==> config.mk <==
export PLATFORM = sky130hd
export DESIGN_NAME = ccd_divider
export DESIGN_NICKNAME = d
export VERILOG_FILES = /design/src/rtl/cic_charge_deposit_unit_defines.svh /design/src/rtl/ccd_divider.sv
export SDC_FILE = /design/constraint.sdc
export NUM_CORES = 1
export LEC_CHECK = 0
export BUFFER_PORTS_ARGS = -buffer_cell sky130_fd_sc_hd__buf_2
export CORE_UTILIZATION = 61
export DETAILED_ROUTE_END_ITERATION = 12
export PLACE_DENSITY = 0.85
export SYNTH_ARGS = -nofsm -noshare
export SYNTH_HDL_FRONTEND = slang
export SYNTH_SLANG_ARGS = --single-unit
==> constraint.sdc <==
create_clock -name i_clk -period 5.4 [get_ports i_clk]
set_input_delay 0.54 -clock i_clk [delete_from_list [all_inputs] [get_ports i_clk]]
set_output_delay 0.54 -clock i_clk [all_outputs]
set_load 0.02 [all_outputs]
==> src/rtl/cic_charge_deposit_unit_defines.svh <==
// Assertion macros shared by the grid deposit logic.
`ifndef CIC_CHARGE_DEPOSIT_UNIT_DEFINES_SVH
`define CIC_CHARGE_DEPOSIT_UNIT_DEFINES_SVH
`ifndef SYNTHESIS
`define CCD_ASSERT(lbl, prop) \
    lbl: assert property (@(posedge i_clk) disable iff (!i_rst_n) prop) \
        else $error("assertion failed");
`define CCD_ASSERT_NEXT(lbl, ante, cons) \
    lbl: assert property (@(posedge i_clk) disable iff (!i_rst_n) (ante) |=> (cons)) \
        else $error("assertion failed");
`else
`define CCD_ASSERT(lbl, prop)
`define CCD_ASSERT_NEXT(lbl, ante, cons)
`endif
`endif

==> src/rtl/ccd_divider.sv <==
module ccd_divider #(
    parameter int FRACTION_BITS = 16
) (
    input  logic                     i_clk,
    input  logic                     i_rst_n,
    input  logic                     i_start,
    input  logic [2*FRACTION_BITS:0] i_num,
    input  logic [FRACTION_BITS+3:0] i_den,
    output logic                     o_done,
    output logic [FRACTION_BITS:0]   o_quo
);

    localparam int NW   = 2 * FRACTION_BITS + 1;
    localparam int DW   = FRACTION_BITS + 4;
    localparam int CNTW = $clog2(NW + 1);

    logic [DW-1:0]   r_rem;
    logic [NW-1:0]   r_quo;
    logic [DW-1:0]   r_den;
    logic [CNTW-1:0] r_cnt;
    logic            r_busy;
    logic            r_done;
    logic [DW:0]     trial;
    logic [DW:0]     diff;
    logic            ge;

    assign trial = {r_rem, r_quo[NW-1]};
    assign diff  = trial - {1'b0, r_den};
    assign ge    = (trial >= {1'b0, r_den});

    always_ff @(posedge i_clk) begin
        if (!i_rst_n) begin
            r_busy <= 1'b0;
            r_done <= 1'b0;
            r_cnt  <= '0;
        end else begin
            r_done <= 1'b0;
            if (i_start) begin
                r_busy <= 1'b1;
                r_cnt  <= CNTW'(NW);
            end else if (r_busy) begin
                r_cnt <= r_cnt - 1'b1;
                if (r_cnt == CNTW'(1)) begin
                    r_busy <= 1'b0;
                    r_done <= 1'b1;
                end
            end
        end
    end

    always_ff @(posedge i_clk) begin
        if (i_start) begin
            r_rem <= '0;
            r_quo <= i_num;
            r_den <= i_den;
        end else if (r_busy) begin
            r_rem <= ge ? DW'(diff) : DW'(trial);
            r_quo <= {r_quo[NW-2:0], ge};
        end
    end

    assign o_done = r_done;
    assign o_quo  = (FRACTION_BITS + 1)'(r_quo);

endmodule

# --- Word-level counts from Yosys, hierarchy flattened ---
# Cells that the tools add are included.
op_classes:
  addsub: 2
  n_mul: 0
  div: 0
  magnitude_cmp: 1
  eq_ne: 1
  n_shift: 0
  muxes: 9
  n_bitwise: 2
  reduce_logical: 3
op_table:
  columns: ["cell", "n"]
  rows:
  - ["$mux 33", 2]
  - ["$ge 21x20->1", 1]
  - ["$mux 20", 1]
  - ["$sub 20x20->20", 1]
  - ["$mux 6", 2]
  - ["$eq 6x1->1 const B", 1]
  - ["$sub 6x1->6 const B", 1]
  - ["$mux 1", 4]
  - ["$reduce_or 3->1", 1]
  - ["$not 1->1", 2]
  - ["$reduce_bool 2->1", 1]
  - ["$reduce_or 2->1", 1]
totals:
  ff_bits: 81
  latch_bits: 0
  ramBits: 0
  romBits: 0
  out_inout_bits: 18
  elab_cells: 25
  memories: 0

# --- Depth between registers and ports, before layout ---
depth:
  word_depth: 4
  depth_mapped: 11
  ltp_nobuf: 11

# --- Worst setup path before layout ---
# No wires, ideal clock.
synth_path:
  path_type: "reg-to-reg"
  startpoint: "reg r_quo[32]"
  endpoint: "reg r_rem[18]"
  setup_time_ns: 0.080
  arrival_ns: 2.184
  path_slack_ns: 3.136
  stages_incl_launch_ff: 12
  cell_sequence: "edfxtp_1 > inv_1 > ha_1 > fa_1 > nor2b_1 > o21ai_1 > a21oi_1 > o311ai_0 > a41oi_1 > xor2_1 > nand2_1 > a211oi_2"
synth_via:
  elab_chain_len: 2
synth_lines:
  columns: ["item", "line_no", "source"]
  rows:
  - ["from (decl)", "ccd_divider.sv:18", "logic [NW-1:0] r_quo;"]
  - ["from (signal assigned)", "ccd_divider.sv:54", "r_quo <= i_num;"]
  - ["from (signal assigned)", "ccd_divider.sv:58", "r_quo <= {r_quo[NW-2:0], ge};"]
  - ["$sub 20x20->20 / $ge 21x20->1 (equally long branches)", "ccd_divider.sv:28, ccd_divider.sv:29", null]
  - ["$mux 20 (*)", "ccd_divider.sv:57", "r_rem <= ge ? DW'(diff) : DW'(trial);"]
  - ["to (signal assigned)", "ccd_divider.sv:57", null]
  - ["to (decl)", "ccd_divider.sv:17", "logic [DW-1:0] r_rem;"]
# Every way passes the cells marked *; elsewhere a longest branch is shown, timed or not.
# A chain may end at the register's enable or synchronous reset.

# --- Worst setup path in the final report ---
# Ends and elaborated chain as after synthesis.

==> summary.md <==
| Metric | Value |
|---|---|
| Post-detailed-route wirelength per cell | around 16 microns |
| RSZ-0062 raised after global routing | false |
| Row count | 30 |
| Worst path bufs/invs | 1 |
| Die area | just under 8000 sq um |
| GRT Util Overall | about a quarter |
| Origin of the worst setup path | r_quo[32] |
| Synth Instances | 413 |
| Final core utilization | 71.96% |
| Post-synth EDFFs | 53 |
| Worst-skew pair later-pin latency | 0.35 ns |
| Final TNS setup | 0 ns |
| Worst setup SP type | flip-flop |
| Hold Path Class | in2reg |
| Max-slew violations | 0 |
| Hold Startpoint | i_den[7] |
| CTS tree | done |
| Ys Warns | 0 |
| Final Cycle Share | between 40% and 50% |
| Final hold slack | between 0.3 and 0.4 ns |
| Filler instances | 480 |
| Chip Width | 87.79 microns |
| Clock buffer count from CTS | 9 |
| Sequential area share after synthesis | 47.94% |
| Vias per inst | 5.687 |
| Status | finished clean |
| Asr flop ratio synth | 0% |
| Post-synth top flop | edfxtp_1 |
| FF-to-FF Start | r_quo[32] |
| # resized after CTS | 0 |
| Crit-path max FO | 4 |
| Setup Crit Path Kind | reg2reg |
| Core footprint | 6944 sq um |
| Actual slew at the worst max-slew pin | about 0.56 ns |
| Max_slew headroom | 62.67% |
| Layout cell share with drive strength beyond 1 | a little under a third |
| Switch share | 30.24% |
| Critical Path, Cell by Cell | inv_1 > ha_1 > fa_1 > nor2b_1 > o21ai_1 > a21oi_1 > o311ai_0 > a41oi_1 > xor2_1 > nand2_1 > a211oi_2 |
| Largest stage delay, worst path | 0.41 ns |
| Vias | between 3k and 4k |
| Final setup vio count | 0 |
| Vias in the first global route | 3179 |
| Top-Level Pins | 74 |
| Clock Tree Buf Depth | 2 |
| Post-route ant nets | 0 |
| DRC violations left | 0 |
| 1st-pass router iterations | 4 |
| Placed wire-length estimate | 6.389 mm |
| Final hold vios | 0 |
| Minimum clock period | 2.606 ns |
| Leakage | 2.078 nW |
| Mapped Area | 4489 sq um |
| Final nets | 547 |
| Sequential power share | a little under half |
| CP Data Required Time | 5.68 ns |
| Initial antenna violation count | 0 |
| Max capacitance violation total | 0 |
| Grt ovf | 0 |
| Syn-to-layout area delta | 11.32% |
| Post-CTS setup buffer count | 0 |
| Port Buffers | 73 |
| Die H | 87.79 microns |
| P_int | between 0.001 and 0.0015 W |
| H-tree Lvls | 3 |
| P_sw | ~0.00048 W |
| Max VDD drop | 0.0001655 V |
| N_diodes | 0 |
| Netlist cell types | 60 |
| Worst-path clk slew | 0.09 ns |
| Post-Synthesis Net Count | 492 |
| Register area | 2152 sq um |
| Root buffer cell | clkbuf_8 |
| Clock Sink Count | 81 |
| Clock network power share | 28.6% |
| Drt initial violations | 173 |
| Largest net degree at the start of global routing | 37 |
| Arrival @ worst endpoint | 2.88 ns |
| Total wire length | 8.858 mm |
| Comb pwr share | 23.4% |
| Delay-heaviest family, CP | compound AO/OA/AOI/OAI gates |
| Area of the multi-input gates | 2021 sq um |
| Hold_buf cts | 0 |
| Max Clk Rate | 383.7 MHz |
| Syn avg cell area | 10.87 sq um |
| Global-route wire length before repair | 14.08 mm |
| Slowest cell on crit path | fa_1 |
| Skew final | 0.01012 ns |
| Routability Congestion | around 0.93 |
| Yosys reg bits | around 80 |
| Initial Utilization | 64.65% |
| Power Density | 314.7 nW/um^2 |
| Critical Path End Type | flip-flop |
## kinds of logic (layout without fill, tap and decap cells)
logic type	after synthesis	count (layout)	share of synthesized area (%)
adder cells (fa/ha/maj)	23	23	6.577
AND/OR/NAND/NOR	100	100	10.01
multiplexers	34	34	8.501
XOR/XNOR	20	20	3.902
AO/OA/AOI/OAI	93	93	16.03
buffers and inverters	62	122	7.051
flip-flops	81	81	47.94
## cell usage after synthesis (all sizes together) (4+ instances only)
| library cell | count | area (sq um) |
|---|---|---|
| nor3 | 8 | 40.04 |
| a211oi | 11 | 117.6 |
| xnor2 | 13 | 113.9 |
| nand2 | 33 | 123.9 |
| a21oi | 29 | 156.4 |
| buf | 28 | 188.9 |
| clkbuf | 5 | 18.77 |
| or2 | 4 | 25.02 |
| edfxtp | 53 | 1592 |
| mux2 | 33 | 371.6 |
| xor2 | 7 | 61.31 |
| dfxtp | 28 | 560.5 |
| nand3 | 7 | 40.04 |
| o21a | 4 | 30.03 |
| inv | 29 | 108.9 |
| ha | 22 | 275.3 |
| o21ai | 12 | 71.32 |
| nor2 | 35 | 131.4 |
| a311oi | 7 | 67.56 |
| a21o | 7 | 52.55 |
## worst paths after layout
check               to  slack, ns  cells past startpoint
max          r_rem[18]       2.79                     11
min           r_den[7]       0.35                      1
max reg2reg  r_rem[18]       2.79                     11
min reg2reg   r_rem[6]       0.52                      2
## sequential cells by signal (all words and copies together) (netlist names)
register,cells
r_busy,1
r_rem,20
r_quo,33
r_cnt,6
o_done,1
r_den,20
## worst reg2reg max path: cells and delay by family (launching register included)
| family | cells | cell delay [ns] |
|---|---|---|
| AND/OR/NAND/NOR | 2 | 0.22 |
| flip-flops | 1 | 0.37 |
| XOR/XNOR | 1 | 0.17 |
| AO/OA/AOI/OAI | 5 | 1.09 |
| buffers and inverters | 1 | 0.05 |
| adder cells (fa/ha/maj) | 2 | 0.62 |
## power groups by stage
| stage | logic (W) | clock network [W] | registers, W |
|---|---|---|---|
| after floorplan | 0.000298 | 0 | 0.000759 |
| after detailed placement | 0.000362 | 0 | 0.000768 |
| after global routing | 0.000403 | 0.000484 | 0.000761 |
| final | 0.000369 | 0.000450 | 0.000754 |
| after global placement | 0.000348 | 0 | 0.000765 |
| after CTS | 0.000366 | 0.000462 | 0.000754 |
## cell type report
type	instances	share of cell area (%)
clock buffers	9	2.479
clock inverters	7	1.527
inverters	29	2.178
multi-input cells	270	40.44
flip-flops and latches	81	43.06
well taps	96	2.404
repair buffers	77	7.912
## per-stage QoR
stage,area (sq um),total power (W),setup WS [ns],std cells
after global placement,4797,0.001113,2.917,553
after global routing,4997,0.001647,2.617,569
final,4997,0.001573,2.794,569
after CTS,4997,0.001582,2.823,569
after detailed placement,4797,0.001131,2.835,553
after floorplan,4489,0.001057,3.136,413
## cell usage in the layout (no fill, tap or decap), types with 3 or more instances in the layout
cell	Yosys	final
buf_2	1	73
edfxtp_1	53	53
nor2_1	35	35
nand2_1	33	33
mux2_2	32	32
inv_1	29	29
dfxtp_1	28	28
a21oi_1	26	26
ha_1	22	22
xnor2_1	13	13
o21ai_0	9	9
clkbuf_8	0	9
nor3_1	8	8
a21o_1	7	7
a211oi_2	7	7
xor2_1	7	7
nand3_1	6	6
a311oi_1	6	6
or2_2	4	4
o21a_1	4	4
a211oi_1	4	4
buf_4	18	4
and3_1	3	3
a21oi_2	3	3
inv_6	0	3
## per-layer routing
layer | wire length (microns) | GRT usage [%] | vias up | part of all wire [%]
li1 | - | - | 1589 | -
met5 | 0 | 0 | - | 0
met2 | 4451 | 40.94 | 95 | 50
met4 | 195 | 10.73 | 0 | 2.2
met3 | 417 | 5.561 | 22 | 4.7
met1 | 3794 | 29.89 | 1530 | 43
(Power assumes the default switching activity.)
